===== src/rtl/pic_pkg.sv =====
// ----------------------------------------------------------------------------
// pic_pkg
// Types and constants for the eight-line priority interrupt controller.
// ----------------------------------------------------------------------------
package pic_pkg;

  localparam int LINE_COUNT = 8;
  localparam int LINE_W     = 3;
  localparam int ACT_W      = 3;
  localparam int ADDR_W     = 8;
  localparam int DATA_W     = 8;
  localparam int VEC_W      = 11;

  typedef logic [ACT_W-1:0]      act_t;
  typedef logic [LINE_COUNT-1:0] line_mask_t;
  typedef logic [LINE_W-1:0]     line_t;
  typedef logic [ADDR_W-1:0]     addr_t;
  typedef logic [DATA_W-1:0]     data_t;
  typedef logic [VEC_W-1:0]      vec_t;

  // Action codes
  localparam act_t ACT_LINE_CHANGE = 3'd0;
  localparam act_t ACT_SW_RAISE    = 3'd1;
  localparam act_t ACT_REG_WRITE   = 3'd2;
  localparam act_t ACT_REG_READ    = 3'd3;
  localparam act_t ACT_POLL        = 3'd4;

  // Register addresses
  localparam addr_t ADDR_VECTOR_BASE = 8'hB0;
  localparam addr_t ADDR_ENABLE      = 8'hB2;
  localparam addr_t ADDR_STATUS      = 8'hB6;

endpackage


===== src/rtl/priority_interrupt_controller_unit.sv =====
// ----------------------------------------------------------------------------
// priority_interrupt_controller_unit
// Eight-line priority interrupt controller with a register port and poll.
// ----------------------------------------------------------------------------
// Takes one item per clock while the result side does not stall and returns
// one result per item via the input register, then the result register.
// The whole state update of an item - line edge detect, pending latch,
// register access and the eight-bit priority encode of the winner - is one
// combinational step between those two registers, so throughput is one item
// per cycle whenever the result side does not stall. The level-trigger mask
// is set via cfg_we and applies at the next item that re-evaluates the winner.
module priority_interrupt_controller_unit (
  input  logic                   clk,
  input  logic                   rst_n,
  // configuration
  input  logic                   cfg_we,
  input  pic_pkg::line_mask_t    cfg_wdata,
  // input channel
  input  logic                   in_valid,
  output logic                   in_stall,
  input  pic_pkg::act_t          in_action,
  input  pic_pkg::line_t         in_line_index,
  input  logic                   in_line_level,
  input  pic_pkg::addr_t         in_reg_addr,
  input  pic_pkg::data_t         in_write_data,
  // result channel
  output logic                   out_valid,
  input  logic                   out_stall,
  output pic_pkg::data_t         out_read_data,
  output logic                   out_irq_pending,
  output pic_pkg::line_t         out_irq_line,
  output pic_pkg::vec_t          out_irq_vector,
  output logic                   out_irq_take
);

  import pic_pkg::*;

  // Input register
  logic       in_v_r;
  act_t       act_r;
  line_t      line_r;
  logic       level_r;
  addr_t      addr_r;
  data_t      wdata_r;

  // Controller state
  line_mask_t ltm_r;
  line_mask_t levels_r,  levels_nxt;
  line_mask_t pending_r, pending_nxt;
  line_mask_t enable_r,  enable_nxt;
  data_t      base_r,    base_nxt;
  logic       win_v_r,   win_v_nxt;
  line_t      win_line_r, win_line_nxt;
  vec_t       win_vec_r, win_vec_nxt;

  // Result register
  logic       out_v_r;
  data_t      rd_r,   rd_nxt;
  logic       take_r, take_nxt;

  logic       advance;
  logic       reeval;
  line_mask_t line_bit;
  line_mask_t active;
  logic [DATA_W:0] vec_sum;

  assign advance  = in_v_r && (!out_v_r || !out_stall);
  assign in_stall = in_v_r && !advance;
  assign line_bit = line_mask_t'(1) << line_r;

  always_comb begin
    levels_nxt  = levels_r;
    pending_nxt = pending_r;
    enable_nxt  = enable_r;
    base_nxt    = base_r;
    rd_nxt      = '0;
    take_nxt    = 1'b0;
    reeval      = 1'b0;

    case (act_r)
      ACT_LINE_CHANGE: begin
        levels_nxt  = level_r ? (levels_r | line_bit) : (levels_r & ~line_bit);
        // latch only on a rising edge of an enabled line
        pending_nxt = pending_r | ((levels_r ^ levels_nxt) & levels_nxt & enable_r);
        reeval      = 1'b1;
      end
      ACT_SW_RAISE: begin
        pending_nxt = pending_r | (line_bit & enable_r);
        reeval      = 1'b1;
      end
      ACT_REG_WRITE: begin
        case (addr_r)
          ADDR_VECTOR_BASE: begin
            base_nxt = wdata_r;
            reeval   = 1'b1;
          end
          ADDR_ENABLE: begin
            enable_nxt  = wdata_r;
            pending_nxt = pending_r & wdata_r;
            reeval      = 1'b1;
          end
          ADDR_STATUS: begin
            pending_nxt = pending_r & ~wdata_r;
            reeval      = 1'b1;
          end
          default: ;
        endcase
      end
      ACT_REG_READ: begin
        case (addr_r)
          ADDR_VECTOR_BASE: rd_nxt = base_r;
          ADDR_ENABLE:      rd_nxt = enable_r;
          ADDR_STATUS:      rd_nxt = data_t'(1) << win_line_r;
          default:          rd_nxt = '0;
        endcase
      end
      ACT_POLL: take_nxt = win_v_r;
      default: ;
    endcase

    // Level-triggered lines latch at every re-evaluation
    if (reeval) begin
      pending_nxt = pending_nxt | (levels_nxt & ltm_r & enable_nxt);
    end
    active = pending_nxt & enable_nxt;
  end

  // Lowest-numbered active line wins
  always_comb begin
    win_line_nxt = win_line_r;
    win_v_nxt    = win_v_r;
    if (reeval) begin
      win_v_nxt    = |active;
      win_line_nxt = '0;
      for (int i = LINE_COUNT - 1; i >= 0; i--) begin
        if (active[i]) begin
          win_line_nxt = line_t'(i);
        end
      end
    end
    vec_sum = {1'b0, base_nxt} + (DATA_W + 1)'(win_line_nxt);
  end

  always_comb begin
    win_vec_nxt = win_vec_r;
    if (reeval) begin
      win_vec_nxt = win_v_nxt ? {vec_sum, 2'b00} : '0;
    end
  end

  // Control registers
  always_ff @(posedge clk) begin
    if (!rst_n) begin
      in_v_r     <= 1'b0;
      out_v_r    <= 1'b0;
      ltm_r      <= '0;
      levels_r   <= '0;
      pending_r  <= '0;
      enable_r   <= '0;
      base_r     <= '0;
      win_v_r    <= 1'b0;
      win_line_r <= '0;
      win_vec_r  <= '0;
    end else begin
      if (cfg_we) begin
        ltm_r <= cfg_wdata;
      end
      if (!in_stall) begin
        in_v_r <= in_valid;
      end
      if (advance) begin
        out_v_r    <= 1'b1;
        levels_r   <= levels_nxt;
        pending_r  <= pending_nxt;
        enable_r   <= enable_nxt;
        base_r     <= base_nxt;
        win_v_r    <= win_v_nxt;
        win_line_r <= win_line_nxt;
        win_vec_r  <= win_vec_nxt;
      end else if (!out_stall) begin
        out_v_r <= 1'b0;
      end
    end
  end

  // Payload registers
  always_ff @(posedge clk) begin
    if (!in_stall) begin
      act_r   <= in_action;
      line_r  <= in_line_index;
      level_r <= in_line_level;
      addr_r  <= in_reg_addr;
      wdata_r <= in_write_data;
    end
    if (advance) begin
      rd_r   <= rd_nxt;
      take_r <= take_nxt;
    end
  end

  assign out_valid       = out_v_r;
  assign out_read_data   = rd_r;
  assign out_irq_pending = win_v_r;
  assign out_irq_line    = win_line_r;
  assign out_irq_vector  = win_vec_r;
  assign out_irq_take    = take_r;

endmodule


===== config.mk =====
export PLATFORM = sky130hd
export DESIGN_NAME = priority_interrupt_controller_unit
export DESIGN_NICKNAME = d
export VERILOG_FILES = /design/src/rtl/pic_pkg.sv /design/src/rtl/priority_interrupt_controller_unit.sv
export SDC_FILE = /design/constraint.sdc
export NUM_CORES = 1
export LEC_CHECK = 0
export BUFFER_PORTS_ARGS = -buffer_cell sky130_fd_sc_hd__buf_2
export CAP_MARGIN = 15
export CORE_MARGIN = 3
export CORE_UTILIZATION = 55
export CTS_CLUSTER_SIZE = 12
export DETAILED_ROUTE_END_ITERATION = 10
export GPL_ROUTABILITY_DRIVEN = 0
export GPL_TIMING_DRIVEN = 0
export PLACE_DENSITY = 0.77
export SYNTH_ARGS = -nofsm -noshare
export SYNTH_HDL_FRONTEND = slang
export SYNTH_SLANG_ARGS = --single-unit

===== constraint.sdc =====
create_clock -name clk -period 5.8 [get_ports clk]
set_input_delay 0.58 -clock clk [delete_from_list [all_inputs] [get_ports clk]]
set_output_delay 0.58 -clock clk [all_outputs]
set_load 0.005 [all_outputs]

# == Yosys cells after proc, flatten, opt, wreduce, memory -nomap -nowiden ==
# Cells that the tools add are included.
# classes
n_addsub,1
n_mul,0
n_div,0
n_lt_le_gt_ge,0
eq_ne,8
shift,2
muxes,25
n_bitwise,16
reduce_logical,11
# op_table
operator,n
8-bit bitwise AND,9
8-bit two-way mux,7
8-bit case mux with 3 select lines,2
8-bit bitwise OR,4
3-bit two-way mux,9
8-bit == test (second input constant),3
8-bit inverter,2
8-bit case mux with 2 select lines,1
1-bit by 3-bit << shifter with 8-bit output (first input constant),2
11-bit two-way mux,1
8-bit by 3-bit adder with 9-bit output,1
8-bit OR reduction,1
8-bit XOR,1
3-bit by 2-bit == test with 1-bit output (second input constant),2
1-bit two-way mux,4
3-bit by 1-bit == test with 1-bit output (second input constant),1
3-bit == test (second input constant),1
1-bit zero test,3
3-bit zero test,1
3-bit OR reduction,1
1-bit logical AND,2
2-bit by 1-bit inequality test with 1-bit output (second input constant),1
1-bit case mux with 2 select lines,1
2-bit AND reduction,1
other kinds (2),2
# word_totals
reg_bits,89
latchBits,0
mem_bits_rw,0
rom_bits,0
input_bits,36
out_inout_bits,26
wordCells,80
mem_count,0

# == Longest topological paths before layout ==
# Gate-level depths: netlist of the first run.
# depth
ltp_word,23
ltp_mapped,16
mapped_depth_nobuf,14

# == Worst setup path after synthesis of the first run ==
# No wires, ideal clock.
# synth_timing
kind,register -> register
startpoint,reg act_r[0]
endpoint,"reg win_vec_r[9], in the netlist out_irq_vector[9]"
setup_ps,117
arrival_time_ps,3705
required_ps,5683
slack_ps,1978
path_stages_with_launch,16
path_buffers,1
synth_period_minus_slack_ps,3822
path_cell_list,edfxtp_1 buf_6 or4b_4 nor4_4 mux2i_1 a21oi_2 nor2_1 inv_1 o31ai_1 ha_1 a21o_1 a21oi_1 a21oi_1 nand2_1 xor2_1 a22o_1
# synth_via
elab_chain_len,18
word_cells_on_any_way,28
cone_classes,1 x add/sub; 2 x eq/ne; 17 x mux; 4 x bitwise; 4 x reduce/logical
# synth_lines
element,line_no,text
from (decl),priority_interrupt_controller_unit.sv:40,act_t act_r;
from (signal assigned),priority_interrupt_controller_unit.sv:189,act_r <= in_action;
3-bit zero test,priority_interrupt_controller_unit.sv:80,case (act_r)
8-bit two-way mux,priority_interrupt_controller_unit.sv:80,
8-bit bitwise AND (2 in a row),priority_interrupt_controller_unit.sv:123,pending_nxt = pending_nxt | (levels_nxt & ltm_r & enable_nxt);
8-bit bitwise OR,priority_interrupt_controller_unit.sv:123,
8-bit two-way mux,priority_interrupt_controller_unit.sv:122,if (reeval) begin
8-bit bitwise AND,priority_interrupt_controller_unit.sv:125,active = pending_nxt & enable_nxt;
3-bit two-way mux (8 in a row),priority_interrupt_controller_unit.sv:136,if (active[i]) begin
3-bit two-way mux (*),priority_interrupt_controller_unit.sv:132,if (reeval) begin
via win_line_nxt[1],priority_interrupt_controller_unit.sv:53,"line_t win_line_r, win_line_nxt;"
8-bit by 3-bit adder with 9-bit output (*),priority_interrupt_controller_unit.sv:141,"vec_sum = {1'b0, base_nxt} + (DATA_W + 1)'(win_line_nxt);"
11-bit two-way mux (*),priority_interrupt_controller_unit.sv:147,"win_vec_nxt = win_v_nxt ? {vec_sum, 2'b00} : '0;"
to (signal assigned),priority_interrupt_controller_unit.sv:179,win_vec_r <= win_vec_nxt;
to (decl),priority_interrupt_controller_unit.sv:54,"vec_t win_vec_r, win_vec_nxt;"
# Mark *: on every way through the listed nets, which the timed path passes. The rest lies on a longest branch.
# A chain may end at the register's enable or synchronous reset.

# == Final worst setup path of the first run ==
# layout_timing
startpoint,reg addr_r[6]
endpoint,"reg win_vec_r[9], in the netlist out_irq_vector[9]"
# layout_via
elab_chain_len,18
word_cells_on_any_way,30
cone_classes,1 x add/sub; 3 x eq/ne; 20 x mux; 3 x bitwise; 3 x reduce/logical
# layout_lines
element,line_no,text
from (decl),priority_interrupt_controller_unit.sv:43,addr_t addr_r;
from (signal assigned),priority_interrupt_controller_unit.sv:192,addr_r <= in_reg_addr;
branches (longest 15 deep; another with 8-bit == test),n/a,
3-bit two-way mux (*),priority_interrupt_controller_unit.sv:132,
via win_line_nxt[1],priority_interrupt_controller_unit.sv:53,
8-bit by 3-bit adder with 9-bit output (*),priority_interrupt_controller_unit.sv:141,
11-bit two-way mux (*),priority_interrupt_controller_unit.sv:147,
# Mark *: on every way through the listed nets, which the timed path passes.

==> summary.md, run 1 <==
| Metric | Value |
|---|---|
| Status | `complete, no violations` |
| CP Capture Type | `flip-flop` |
| Clock Latency Late Sink | `370 ps` |
| WHS | `378 ps` |
| Crit path arrival time | `4810 ps` |
| Residual DRC | `0` |
| F_max | `220 MHz` |
| Clk pin slew, worst setup/hold paths | `100 ps` |
| Post-synth EDFFs | `32` |
| Dominant cell type by area after synthesis | `dfxtp_1` |
| Routed wl met3 | `824 µm` |
| Most frequent cells in the layout | `64 x buf_2, 55 x nor2_1, 55 x dfxtp_1, 33 x nand2_1, 32 x edfxtp_1` |
| Initial antenna violation count | `0` |
| Setup bufs post-CTS | `0` |
| Core area | `7810 µm²` |
| Met1 WL | `4900 µm` |
| Crit path launch | `addr_r[6]$_DFFE_PN_` |
| R2R cell count | `15` |
| Max layer used | `met4` |
| Setup TNS | `0 ps` |
| Cell area power density | `244 nW/µm²` |
| CP required | `6070 ps` |
| CTS H-tree depth | `3` |
| Hold Fails Final Rpt | `0` |
| Cts hold-fix bufs | `0` |
| Die width | `96.3 µm` |
| Clock buffer depth | `2` |
| Max_slew headroom | `28.7%` |
| Initial DRC Count | `349` |
| DR vias | `3830` |
| Max Cap Violations | `0` |
| Cts repair resizes | `0` |
| Largest net degree at the start of global routing | `25` |
| Layout Nets | `566` |
| Crit path kind | `reg2reg` |
| Post-placement cell count | `615` |
| Final Max Slew Viols | `0` |
| Leak Pwr | `1.95 nW` |
| Reg-to-Reg End | `out_irq_vector[9]$_SDFFE_PN0P_` |
| Setup Skew | `14.1 ps` |
| Vias per cell | `6.05` |
| Top cells by area, synth | `dfxtp_1 25%, edfxtp_1 21%, mux2i_1 4.7%` |
| Final min period | `4540 ps` |
| Worst Setup Slack, final | `1260 ps` |
| Drt wl/cell | `17.5 µm` |
| Origin of the worst min-delay path | `in_reg_addr[6]` |
| Vias in the first global route | `3496` |
| Site Rows | `32` |
| Layout Cells excl Fill | `633` |
| CTS Buf Count | `9` |
| Synth warn | `0` |
| Post-synth top area share | `24.5%` |
| RSZ-0062 raised after global routing | `false` |
| VDD IR-drop max | `0.211 mV` |
| R2r startpoint | `addr_r[6]$_DFFE_PN_` |
| Worst setup SP type | `flip-flop` |
| Hold Path Stages | `1` |
| Die H | `96.3 µm` |
| Drt total wl | `11100 µm` |
| Port bufs | `58` |
| Boundary pin count | `62` |
| Initial Util | `57.5%` |
| Post-Place Worst Slack | `1330 ps` |
| Reg2Reg Setup Slack | `1260 ps` |
| Endpoint, Worst Hold | `addr_r[6]$_DFFE_PN_` |
| WL met2 | `5220 µm` |
| Final HPWL DP | `8080 µm` |
| Yosys cell types | `63` |
| Die area | `9280 µm²` |
| Clk sink count | `87` |
| First-pass GRT wire length | `17400 µm` |
| Hold/Removal Path Class | `in2reg` |
| DR pass1 iterations | `5` |
| Post-synth ARST share | `0%` |
| Root Buffer | `clkbuf_8` |
| Ant. Diodes | `0` |
| Most common cell after layout, fill and taps aside | `buf_2` |
| Post-route ant nets | `0` |
| Period utilisation layout | `78.3%` |
| Syn avg cell area | `9.88 µm²` |
| GRT Total Usage | `24.8%` |
| Congestion Overflow GR | `0` |
| Max FO, Critical Path | `10` |
| CTS tree | `built` |
| Post-synthesis sequential area ratio | `46.0%` |
| Top FF cell, synth | `dfxtp_1` |
| # setup viols final | `0` |
| Overall power | `1.25 mW` |
| Worst Max-Slew Pin Slew | `1060 ps` |
| Gate Count Post-Synth | `454` |
| Mapped Area | `4490 µm²` |
| Syn-to-layout area delta | `14.5%` |
| #FFs+latches synth | `87` |
| Layout cells sized above 1 | `21.3%` |
-- state kept, by name, summed over array words and instances, names as in the netlist --
signal,cells
out_irq_take,1
base_r,8
line_r,3
addr_r,8
out_irq_line,3
out_read_data,8
out_irq_pending,1
levels_r,8
out_valid,1
level_r,1
wdata_r,8
ltm_r,8
act_r,3
pending_r,8
out_irq_vector,9
in_v_r,1
enable_r,8
-- worst max path at each step --
stage,slack (ps),end,cells past startpoint
floorplan,1980,out_irq_vector[9]$_SDFFE_PN0P_,15
global placement,1350,out_irq_vector[9]$_SDFFE_PN0P_,15
detailed placement,1330,out_irq_vector[9]$_SDFFE_PN0P_,15
CTS,1300,out_irq_vector[9]$_SDFFE_PN0P_,15
global route,930,out_irq_vector[9]$_SDFFE_PN0P_,15
finish,1260,out_irq_vector[9]$_SDFFE_PN0P_,15
-- cell type report --
type,count,area (µm²)
fillers,645,2670
multi-input cells,332,2270
flip-flops and latches,87,2060
repair buffers,60,310
plain buffers,28,128
well taps,102,128
clock buffers,9,124
clock inverters,7,86.3
inverters,8,30.0
-- cell families (layout without fill, tap and decap cells) --
| logic type | after synthesis | in the layout | share of synthesized area, % |
|---|---|---|---|
| adder cells (fa/ha/maj) | 4 | 4 | 1.28 |
| flip-flops | 87 | 87 | 46.0 |
| multiplexers | 32 | 32 | 7.45 |
| AO/OA/AOI/OAI | 120 | 120 | 20.2 |
| AND/OR/NAND/NOR | 160 | 160 | 18.7 |
| buffers and inverters | 36 | 112 | 3.51 |
| other | 1 | 2 | 0.0836 |
| XOR/XNOR | 14 | 14 | 2.73 |
-- metal layers --
layer  vias to the layer above  track usage [%]
met5                         -                0
met4                         0             7.01
met3                        17             5.86
met2                       168             39.7
met1                      1820             33.6
li1                       1825                -
-- worst max-delay path: stages (launching register included) --
cell and delay [ps]:
edfxtp_1 360, nand4bb_1 270, buf_2 250, o41ai_2 980, o211ai_1 340, a21oi_2 320
nor2_1 70, o31a_1 280, o31ai_1 390, ha_1 300, a21o_1 160, a21oi_1 250
a21oi_1 110, nand2_1 90, xor2_1 70, a22o_1 210
-- report_power, final --
| group | total (mW) | internal [mW] | switching, mW |
|---|---|---|---|
| combinational | 0.120 | 0.0476 | 0.0726 |
| sequential | 0.679 | 0.657 | 0.0222 |
| clock | 0.453 | 0.210 | 0.243 |
| total | 1.25 | 0.915 | 0.338 |
-- Yosys cell counts (5+ instances only) --
| cell type | number |
|---|---|
| dfxtp_1 | 55 |
| nor2_1 | 55 |
| nand2_1 | 33 |
| edfxtp_1 | 32 |
| mux2i_1 | 21 |
| a21oi_1 | 20 |
| clkbuf_1 | 17 |
| nand3_1 | 14 |
| nor2b_1 | 14 |
| a211oi_1 | 12 |
| o211ai_1 | 12 |
| xor2_1 | 12 |
| and3_1 | 11 |
| mux2_2 | 11 |
| o21ai_0 | 11 |
| a22o_1 | 9 |
| o22ai_1 | 9 |
| a21boi_0 | 8 |
| inv_1 | 8 |
| o2111a_1 | 8 |
| nor3_1 | 7 |
| a22oi_1 | 6 |
| buf_2 | 6 |
| a21oi_2 | 5 |
-- metrics by stage --
stage	utilization [%]	cell area [µm²]
finish	65.8	5140
detailed placement	62.9	4910
global route	65.8	5140
global placement	62.9	4910
CTS	65.6	5120
floorplan	-	4490
No activity file was read; power rests on OpenSTA's default activity.
==> run 2: changes to the inputs <==
Settings changed: ABC_AREA from default to 1, CORE_UTILIZATION 55 to 52, PLACE_DENSITY 0.77 to 0.76.
Clock period 5.8 ns to 3.7 ns, I/O delays scaled along.
==> run 2 against run 1 <==
  * Power increased by 67%
  * Synthesized cell count increased by 35%
  * Combinational power increased by 150%
  * Maximum frequency increased by 27%
  * Count of clock-buffer cells in the layout increased by 3
  * Wire length increased by 15%
  * First-iteration DRC count decreased by 2.6%
  * Global-route usage increased by 0.25 points
  * Critical path type unchanged
  * Largest power group unchanged
==> summary.md, run 2 <==
| Metric | Value |
|---|---|
| Reg2Reg Setup Slack | `110 ps (was 1260 ps)` |
| Worst setup SP type | `flip-flop (unchanged)` |
| Post-route ant nets | `0 (unchanged)` |
| Final HPWL DP | `9070 µm (was 8080 µm)` |
| Post-synth EDFFs | `32 (unchanged)` |
| Hold/Removal Path Class | `in2reg (unchanged)` |
| Yosys cell types | `43 (was 63)` |
| Top FF cell, synth | `dfxtp_1 (unchanged)` |
| Delay of the slowest critical-path stage | `450 ps (was 980 ps)` |
| Worst Setup Slack, final | `112 ps (was 1260 ps)` |
| Max_slew headroom | `38.8% (was 28.7%)` |
| Initial DRC Count | `340 (was 349)` |
| Cts hold-fix bufs | `0 (unchanged)` |
| Levels on crit path | `23 (was 15)` |
| Die area | `10100 µm² (was 9280 µm²)` |
| Critical path's slowest cell | `edfxtp_1 (was o41ai_2)` |
| Congestion Overflow GR | `0 (unchanged)` |
| Crit path kind | `reg2reg (unchanged)` |
| Gate Count Post-Synth | `611 (was 454)` |
| R2R cell count | `23 (was 15)` |
| Status | `complete, no violations (unchanged)` |
| Reg-to-Reg End | `out_irq_vector[9]$_SDFFE_PN0P_ (unchanged)` |
| CTS Buf Count | `9 (unchanged)` |
| Crit path max-delay family | `simple AND/OR/NAND/NOR gates (was compound AO/OA/AOI/OAI gates)` |
| Site Rows | `33 (was 32)` |
| Syn avg cell area | `7.57 µm² (was 9.88 µm²)` |
| DR vias | `4515 (was 3830)` |
| Die width | `100 µm (was 96.3 µm)` |
| Layout Nets | `744 (was 566)` |
| Layout Cells excl Fill | `814 (was 633)` |
| Crit path arrival time | `3890 ps (was 4810 ps)` |
| Post-synthesis sequential area ratio | `44.6% (was 46.0%)` |
| Ant. Diodes | `0 (unchanged)` |
| Vias per cell | `5.55 (was 6.05)` |
| Largest net degree at the start of global routing | `24 (was 25)` |
| #FFs+latches synth | `87 (unchanged)` |
| Port bufs | `59 (was 58)` |
| VDD IR-drop max | `0.209 mV (was 0.211 mV)` |
| Top post-synthesis cells by count | `109 x nand2_1, 96 x inv_1, 64 x o21ai_0 (was 55 x dfxtp_1, 55 x nor2_1, 33 x nand2_1)` |
| Synth warn | `0 (unchanged)` |
| Max reg flops | `9 (unchanged)` |
| Dominant cell type by area after synthesis | `dfxtp_1 (unchanged)` |
| Max Cap Violations | `0 (unchanged)` |
| Clk pin slew, worst setup/hold paths | `90 ps (was 100 ps)` |
| # setup viols final | `0 (unchanged)` |
| CTS H-tree depth | `3 (unchanged)` |
| Syn-to-layout area delta | `23.3% (was 14.5%)` |
| Post-synth top area share | `23.8% (was 24.5%)` |
| Cell area power density | `367 nW/µm² (was 244 nW/µm²)` |
| Mapped Area | `4620 µm² (was 4490 µm²)` |
| FILL cells | `704 (was 645)` |
| Post-Place Worst Slack | `68.7 ps (was 1330 ps)` |
| Most frequent cell after synthesis | `nand2_1` |
| Initial Util | `54.9% (was 57.5%)` |
| Most frequent cells in the layout | `93 x inv_1, 93 x nand2_1, 63 x buf_2, 59 x o21ai_0, 55 x dfxtp_1 (was 64 x buf_2, 55 x nor2_1, 55 x dfxtp_1, 33 x nand2_1, 32 x edfxtp_1)` |
| Clock Latency Late Sink | `370 ps (about the same)` |
| CP required | `4010 ps (was 6070 ps)` |
| First-pass GRT wire length | `19600 µm (was 17400 µm)` |
| Crit-path cells | `inv_2 > nand2_4 > nor2_4 > nand3_4 > buf_8 > buf_4 > o21ai_4 > nand3_2 > nand2_2 > nand2_2 > nand3_1 > nand3_2 > nand3_2 > o21ai_2 > ha_1 > nand3_2 > and2_4 > nand3b_1 > nor2_1 > nand2_1 > xor2_2 > nand3_1 > a21oi_1 (was nand4bb_1 > buf_2 > o41ai_2 > o211ai_1 > a21oi_2 > nor2_1 > o31a_1 > o31ai_1 > ha_1 > a21o_1 > a21oi_1 > a21oi_1 > nand2_1 > xor2_1 > a22o_1)` |
| Post-placement cell count | `776 (was 615)` |
| Final min period | `3590 ps (was 4540 ps)` |
| Residual DRC | `0 (unchanged)` |
| Max FO, Critical Path | `6 (was 10)` |
| RSZ-0062 raised after global routing | `true (was false)` |
| CP dominant cell by count | `nand3_2 (was a21oi_1)` |
| R2r startpoint | `act_r[2]$_DFFE_PN_ (was addr_r[6]$_DFFE_PN_)` |
| Setup Skew | `9.05 ps (was 14.1 ps)` |
| Clk sink count | `87 (unchanged)` |
| Layout cells sized above 1 | `26.0% (was 21.3%)` |
| Core area | `8420 µm² (was 7810 µm²)` |
| Die H | `100 µm (was 96.3 µm)` |
| F_max | `279 MHz (was 220 MHz)` |
| Vias in the first global route | `4098 (was 3496)` |
| Post-synth ARST share | `0% (unchanged)` |
| Clock buffer depth | `2 (unchanged)` |
| DR pass1 iterations | `7 (was 5)` |
| Period utilisation layout | `97.0% (was 78.3%)` |
| Top cells by area, synth | `dfxtp_1 24%, edfxtp_1 21%, nand2_1 8.8% (was dfxtp_1 25%, edfxtp_1 21%, mux2i_1 4.7%)` |
| Leak Pwr | `2.69 nW (was 1.95 nW)` |
| Initial antenna violation count | `0 (unchanged)` |
| Crit path launch | `act_r[2]$_DFFE_PN_ (was addr_r[6]$_DFFE_PN_)` |
| Drt wl/cell | `15.7 µm (was 17.5 µm)` |
| CP Capture Type | `flip-flop (unchanged)` |
| GRT Total Usage | `25.1% (was 24.8%)` |
| Boundary pin count | `62 (unchanged)` |
| Worst Max-Slew Pin Slew | `917 ps (was 1060 ps)` |
| CP endpoint | `out_irq_vector[9]$_SDFFE_PN0P_ (unchanged)` |
| Critical path buffers and inverters | `3 (was 1)` |
| Final Max Slew Viols | `0 (unchanged)` |
| Drt total wl | `12800 µm (was 11100 µm)` |
| Root Buffer | `clkbuf_8 (unchanged)` |
| CTS tree | `built (unchanged)` |
| Hold Fails Final Rpt | `0 (unchanged)` |
## run 2: logic make-up (layout without fill, tap and decap cells)
kind of cell / count (synthesis) / after routing / share of synthesized area, %
XOR/XNOR: 4 / 4 / 0.757
adder cells (fa/ha/maj): 4 / 4 / 1.24
buffers and inverters: 127 / 224 / 11.0
AND/OR/NAND/NOR: 235 / 235 / 24.1
other: 1 / 2 / 0.0811
AO/OA/AOI/OAI: 153 / 153 / 18.3
flip-flops: 87 / 87 / 44.6
## run 2: per-layer routing
layer | GRT usage, % | wire, µm | vias up
met5 | 0 | 0 | -
met4 | 10.2 | 433 | 0
met3 | 5.63 | 942 | 48
met2 | 41.2 | 6220 | 222
met1 | 31.9 | 5190 | 2064
li1 | - | - | 2181
## run 2: area by class of cell
type / count / area, µm² / share of cell area (%)
Clock buffer: 12 / 166 / 2.92
Multi-Input combinational cell: 398 / 2280 / 40.1
Clock inverter: 4 / 50.0 / 0.878
Buffer: 22 / 128 / 2.24
Inverter: 105 / 394 / 6.91
Tap cell: 105 / 131 / 2.30
Sequential cell: 87 / 2060 / 36.2
Timing Repair Buffer: 81 / 485 / 8.52
## run 2: worst register-to-register path: cells and delay by family, from the launching register on
| family | cells | cell delay (ps) |
|---|---|---|
| and+or+nand+nor | 15 | 1670 |
| buffers and inverters | 3 | 470 |
| adders and majority gates | 1 | 300 |
| AOI/OAI and AO/OA | 3 | 410 |
| xor gates and xnor gates | 1 | 200 |
| DFF | 1 | 450 |
## run 2: repair_timing
item	in CTS	in global routing
setup endpoints to repair	0	5
hold endpoints to repair	0	0
gates resized for setup	0	69
buffers inserted	0	20
## run 2: power by group
part / total [mW] / internal [mW] / switching [mW]
registers: 1.07 / 1.04 / 0.0296
clock network: 0.722 / 0.372 / 0.350
logic: 0.296 / 0.105 / 0.191
## run 2: worst min-delay path by stage
stage	startpoint	end	cells after the start
6_report	in_write_data[5]	wdata_r[5]$_DFFE_PN_	1
5_1_grt	in_action[1]	act_r[1]$_DFFE_PN_	1
4_1_cts	in_write_data[5]	wdata_r[5]$_DFFE_PN_	1
3_5_place_dp	ltm_r[5]$_SDFFE_PN0P_	ltm_r[5]$_SDFFE_PN0P_	2
3_3_place_gp	ltm_r[5]$_SDFFE_PN0P_	ltm_r[5]$_SDFFE_PN0P_	2
2_1_floorplan	ltm_r[5]$_SDFFE_PN0P_	ltm_r[5]$_SDFFE_PN0P_	2
## run 2: stage by stage
step	setup TNS, ps	hold slack (ps)	utilization (%)	instance area, µm²	power, mW
4_1_cts	0	167	62.6	5270	2.04
5_1_grt	-339	151	67.7	5700	2.18
3_3_place_gp	0	452	60.0	5050	1.33
3_5_place_dp	0	455	60.0	5050	1.34
2_1_floorplan	0	434	-	4630	1.26
6_report	0	170	67.7	5700	2.09
==> run 3: changes to the inputs <==
Settings changed: ABC_AREA 1 to 0, GPL_TIMING_DRIVEN 0 to default, MAX_ROUTING_LAYER from default to met4.
==> run 3 against run 2 <==
  * The run now ends with setup timing left
  * Final area shrank 3.7%
  * Hold slack better by 11 ps
  * Non-clock buffer count is 9 higher
  * Maximum frequency decreased by 3.8%
  * Final cell count shrank 19%
  * Register-to-register slack worse by 140 ps
  * First-iteration DRC count down 26%
  * Highest routed layer unchanged
==> summary.md, run 3 (synthesis results as in run 1) <==
| Metric | Value |
|---|---|
| Status | `complete, but fails checks (was complete, no violations)` |
| Violated checks | `setup timing` |
| Vias per cell | `6.02 (was 5.55)` |
| Drt wl/cell | `17.6 µm (was 15.7 µm)` |
| Root Buffer | `clkbuf_8 (unchanged)` |
| Cts hold-fix bufs | `0 (unchanged)` |
| Final Util | `66.2% (was 67.7%)` |
| CTS tree | `built (unchanged)` |
| DR vias | `3975 (was 4515)` |
| GRT Total Usage | `23.7% (was 25.1%)` |
| Syn-to-layout area delta | `22.4% (was 23.3%)` |
| Max_slew headroom | `50.3% (was 38.8%)` |
| Layout cells sized above 1 | `31.2% (was 26.0%)` |
| Die H | `98.9 µm (was 100 µm)` |
| Most common cell after layout, fill and taps aside | `buf_2` |
| Final Max Slew Viols | `0 (unchanged)` |
| Critical path's slowest cell | `or4b_4 (was edfxtp_1)` |
| Max Cap Violations | `0 (unchanged)` |
| Congestion Overflow GR | `0 (unchanged)` |
| VDD IR-drop max | `0.222 mV (was 0.209 mV)` |
| Delay of the slowest critical-path stage | `570 ps (was 450 ps)` |
| Setup Skew | `9.61 ps (was 9.05 ps)` |
| CTS Buf Count | `9 (unchanged)` |
| Worst Max-Slew Pin Slew | `740 ps (was 917 ps)` |
| Max FO, Critical Path | `8 (was 6)` |
| Layout Cells excl Fill | `660 (was 814)` |
| DR pass1 iterations | `5 (was 7)` |
| WHS | `181 ps (was 170 ps)` |
| Worst Setup Slack, final | `-30.0 ps (was 112 ps)` |
| Clk pin slew, worst setup/hold paths | `90 ps (about the same)` |
| Crit path kind | `reg2reg (unchanged)` |
| Clock Latency Late Sink | `360 ps (was 370 ps)` |
| Leak Pwr | `2.14 nW (was 2.69 nW)` |
| Clk sink count | `87 (unchanged)` |
| Final HPWL DP | `8340 µm (was 9070 µm)` |
| Critical path buffers and inverters | `4 (was 3)` |
| Hold Fails Final Rpt | `0 (unchanged)` |
| Crit path max-delay family | `simple AND/OR/NAND/NOR gates (unchanged)` |
| Initial DRC Count | `252 (was 340)` |
| Hold/Removal Path Class | `in2reg (unchanged)` |
| Port bufs | `59 (unchanged)` |
| Die area | `9780 µm² (was 10100 µm²)` |
| Max reg flops | `9 (unchanged)` |
| Boundary pin count | `62 (unchanged)` |
| Largest net degree at the start of global routing | `38 (was 24)` |
| Crit path arrival time | `3990 ps (was 3890 ps)` |
| Vias in the first global route | `3669 (was 4098)` |
| Site Rows | `33 (unchanged)` |
| Initial Util | `54.1% (was 54.9%)` |
| Ant. Diodes | `0 (unchanged)` |
| Post-Place Worst Slack | `-11.9 ps (was 68.7 ps)` |
| First-pass GRT wire length | `17900 µm (was 19600 µm)` |
| Drt total wl | `11600 µm (was 12800 µm)` |
| CTS H-tree depth | `3 (unchanged)` |
| Crit-path cells | `or4b_4 > nor4_4 > buf_12 > buf_4 > mux2i_2 > a21oi_2 > nor2_1 > buf_4 > nand3b_1 > o21ai_0 > ha_1 > a21oi_2 > a21oi_2 > buf_4 > xnor2_1 > a22o_1 (was inv_2 > nand2_4 > nor2_4 > nand3_4 > buf_8 > buf_4 > o21ai_4 > nand3_2 > nand2_2 > nand2_2 > nand3_1 > nand3_2 > nand3_2 > o21ai_2 > ha_1 > nand3_2 > and2_4 > nand3b_1 > nor2_1 > nand2_1 > xor2_2 > nand3_1 > a21oi_1)` |
| Layout Nets | `590 (was 744)` |
| Most frequent cells in the layout | `60 x buf_2, 55 x dfxtp_1, 53 x nor2_1, 51 x buf_4 (was 93 x inv_1, 93 x nand2_1, 63 x buf_2, 59 x o21ai_0, 55 x dfxtp_1)` |
| Die width | `98.9 µm (was 100 µm)` |
| Clock buffer depth | `2 (unchanged)` |
| Initial antenna violation count | `0 (unchanged)` |
| # setup viols final | `1 (was 0)` |
| Core area | `8300 µm² (was 8420 µm²)` |
| CP required | `3960 ps (was 4010 ps)` |
| Post-route ant nets | `0 (unchanged)` |
| RSZ-0062 raised after global routing | `true (unchanged)` |
| F_max | `268 MHz (was 279 MHz)` |
| Period utilisation layout | `101% (was 97.0%)` |
| Final min period | `3730 ps (was 3590 ps)` |
| Residual DRC | `0 (unchanged)` |
| Cell area power density | `342 nW/µm² (was 367 nW/µm²)` |
| Post-placement cell count | `631 (was 776)` |
| Overall power | `1.88 mW (was 2.09 mW)` |
| CP Capture Type | `flip-flop (unchanged)` |
| Worst setup SP type | `flip-flop (unchanged)` |
run 3: changes by cell type in the layout (fill, tap and decap cells not counted), moves of 22 or more:
cell     previous run  this run
nand3_1            36        14
nand2_1            93        32
a21oi_1            52        15
inv_1              93         8
o21ai_0            59        11
buf_4              22        51
run 3: where the power goes:
| part | leakage, nW | internal [mW] | switching (mW) |
|---|---|---|---|
| Combinational | 1.28 | 0.0967 | 0.116 |
| Clock | 0.0793 | 0.244 | 0.354 |
| Sequential | 0.776 | 1.03 | 0.0404 |
run 3: worst paths after layout:
| check | endpoint | slack, ps | start | depth (start not counted) |
|---|---|---|---|---|
| setup reg to reg | out_irq_vector[7]$_SDFFE_PN0P_ | -30 | act_r[2]$_DFFE_PN_ | 16 |
| hold / removal | wdata_r[5]$_DFFE_PN_ | 180 | in_write_data[5] | 1 |
| hold reg to reg | pending_r[6]$_SDFFE_PN0P_ | 450 | pending_r[6]$_SDFFE_PN0P_ | 2 |
| setup / recovery | out_irq_vector[7]$_SDFFE_PN0P_ | -30 | act_r[2]$_DFFE_PN_ | 16 |
run 3: what timing repair did:
item,CTS,global route
buffers inserted,1,11
pin swaps,1,17
endpoints found under the setup margin,3,7
resized for setup,3,17
gates cloned,0,1
run 3: area by class of cell:
cell class | instances | area (µm²)
multi-input combinational | 332 | 2390
clock buffer | 9 | 124
clock inverter | 7 | 48.8
sequential | 87 | 2060
inverter | 8 | 30.0
timing repair buffer | 112 | 703
tap | 105 | 131
fill | 650 | 2810
run 3: metal layers:
layer  routed length [µm]  part of all wire, %  track usage (%)  vias up
met3                  818                  7.1             4.74       16
li1                     -                    -                -     1879
met2                 5690                   49             38.0      157
met1                 4890                   42             30.3     1923
met4                  200                  1.7             7.35        0
met5                    0                    0                -        -
run 3: per-stage QoR:
| step | instance area (µm²) | TNS (ps) |
|---|---|---|
| floorplan | 4520 | -155 |
| CTS | 5320 | 0 |
| detailed placement | 5130 | -11.9 |
| global route | 5490 | -655 |
| global placement | 5130 | 0 |
| finish | 5490 | -30.0 |
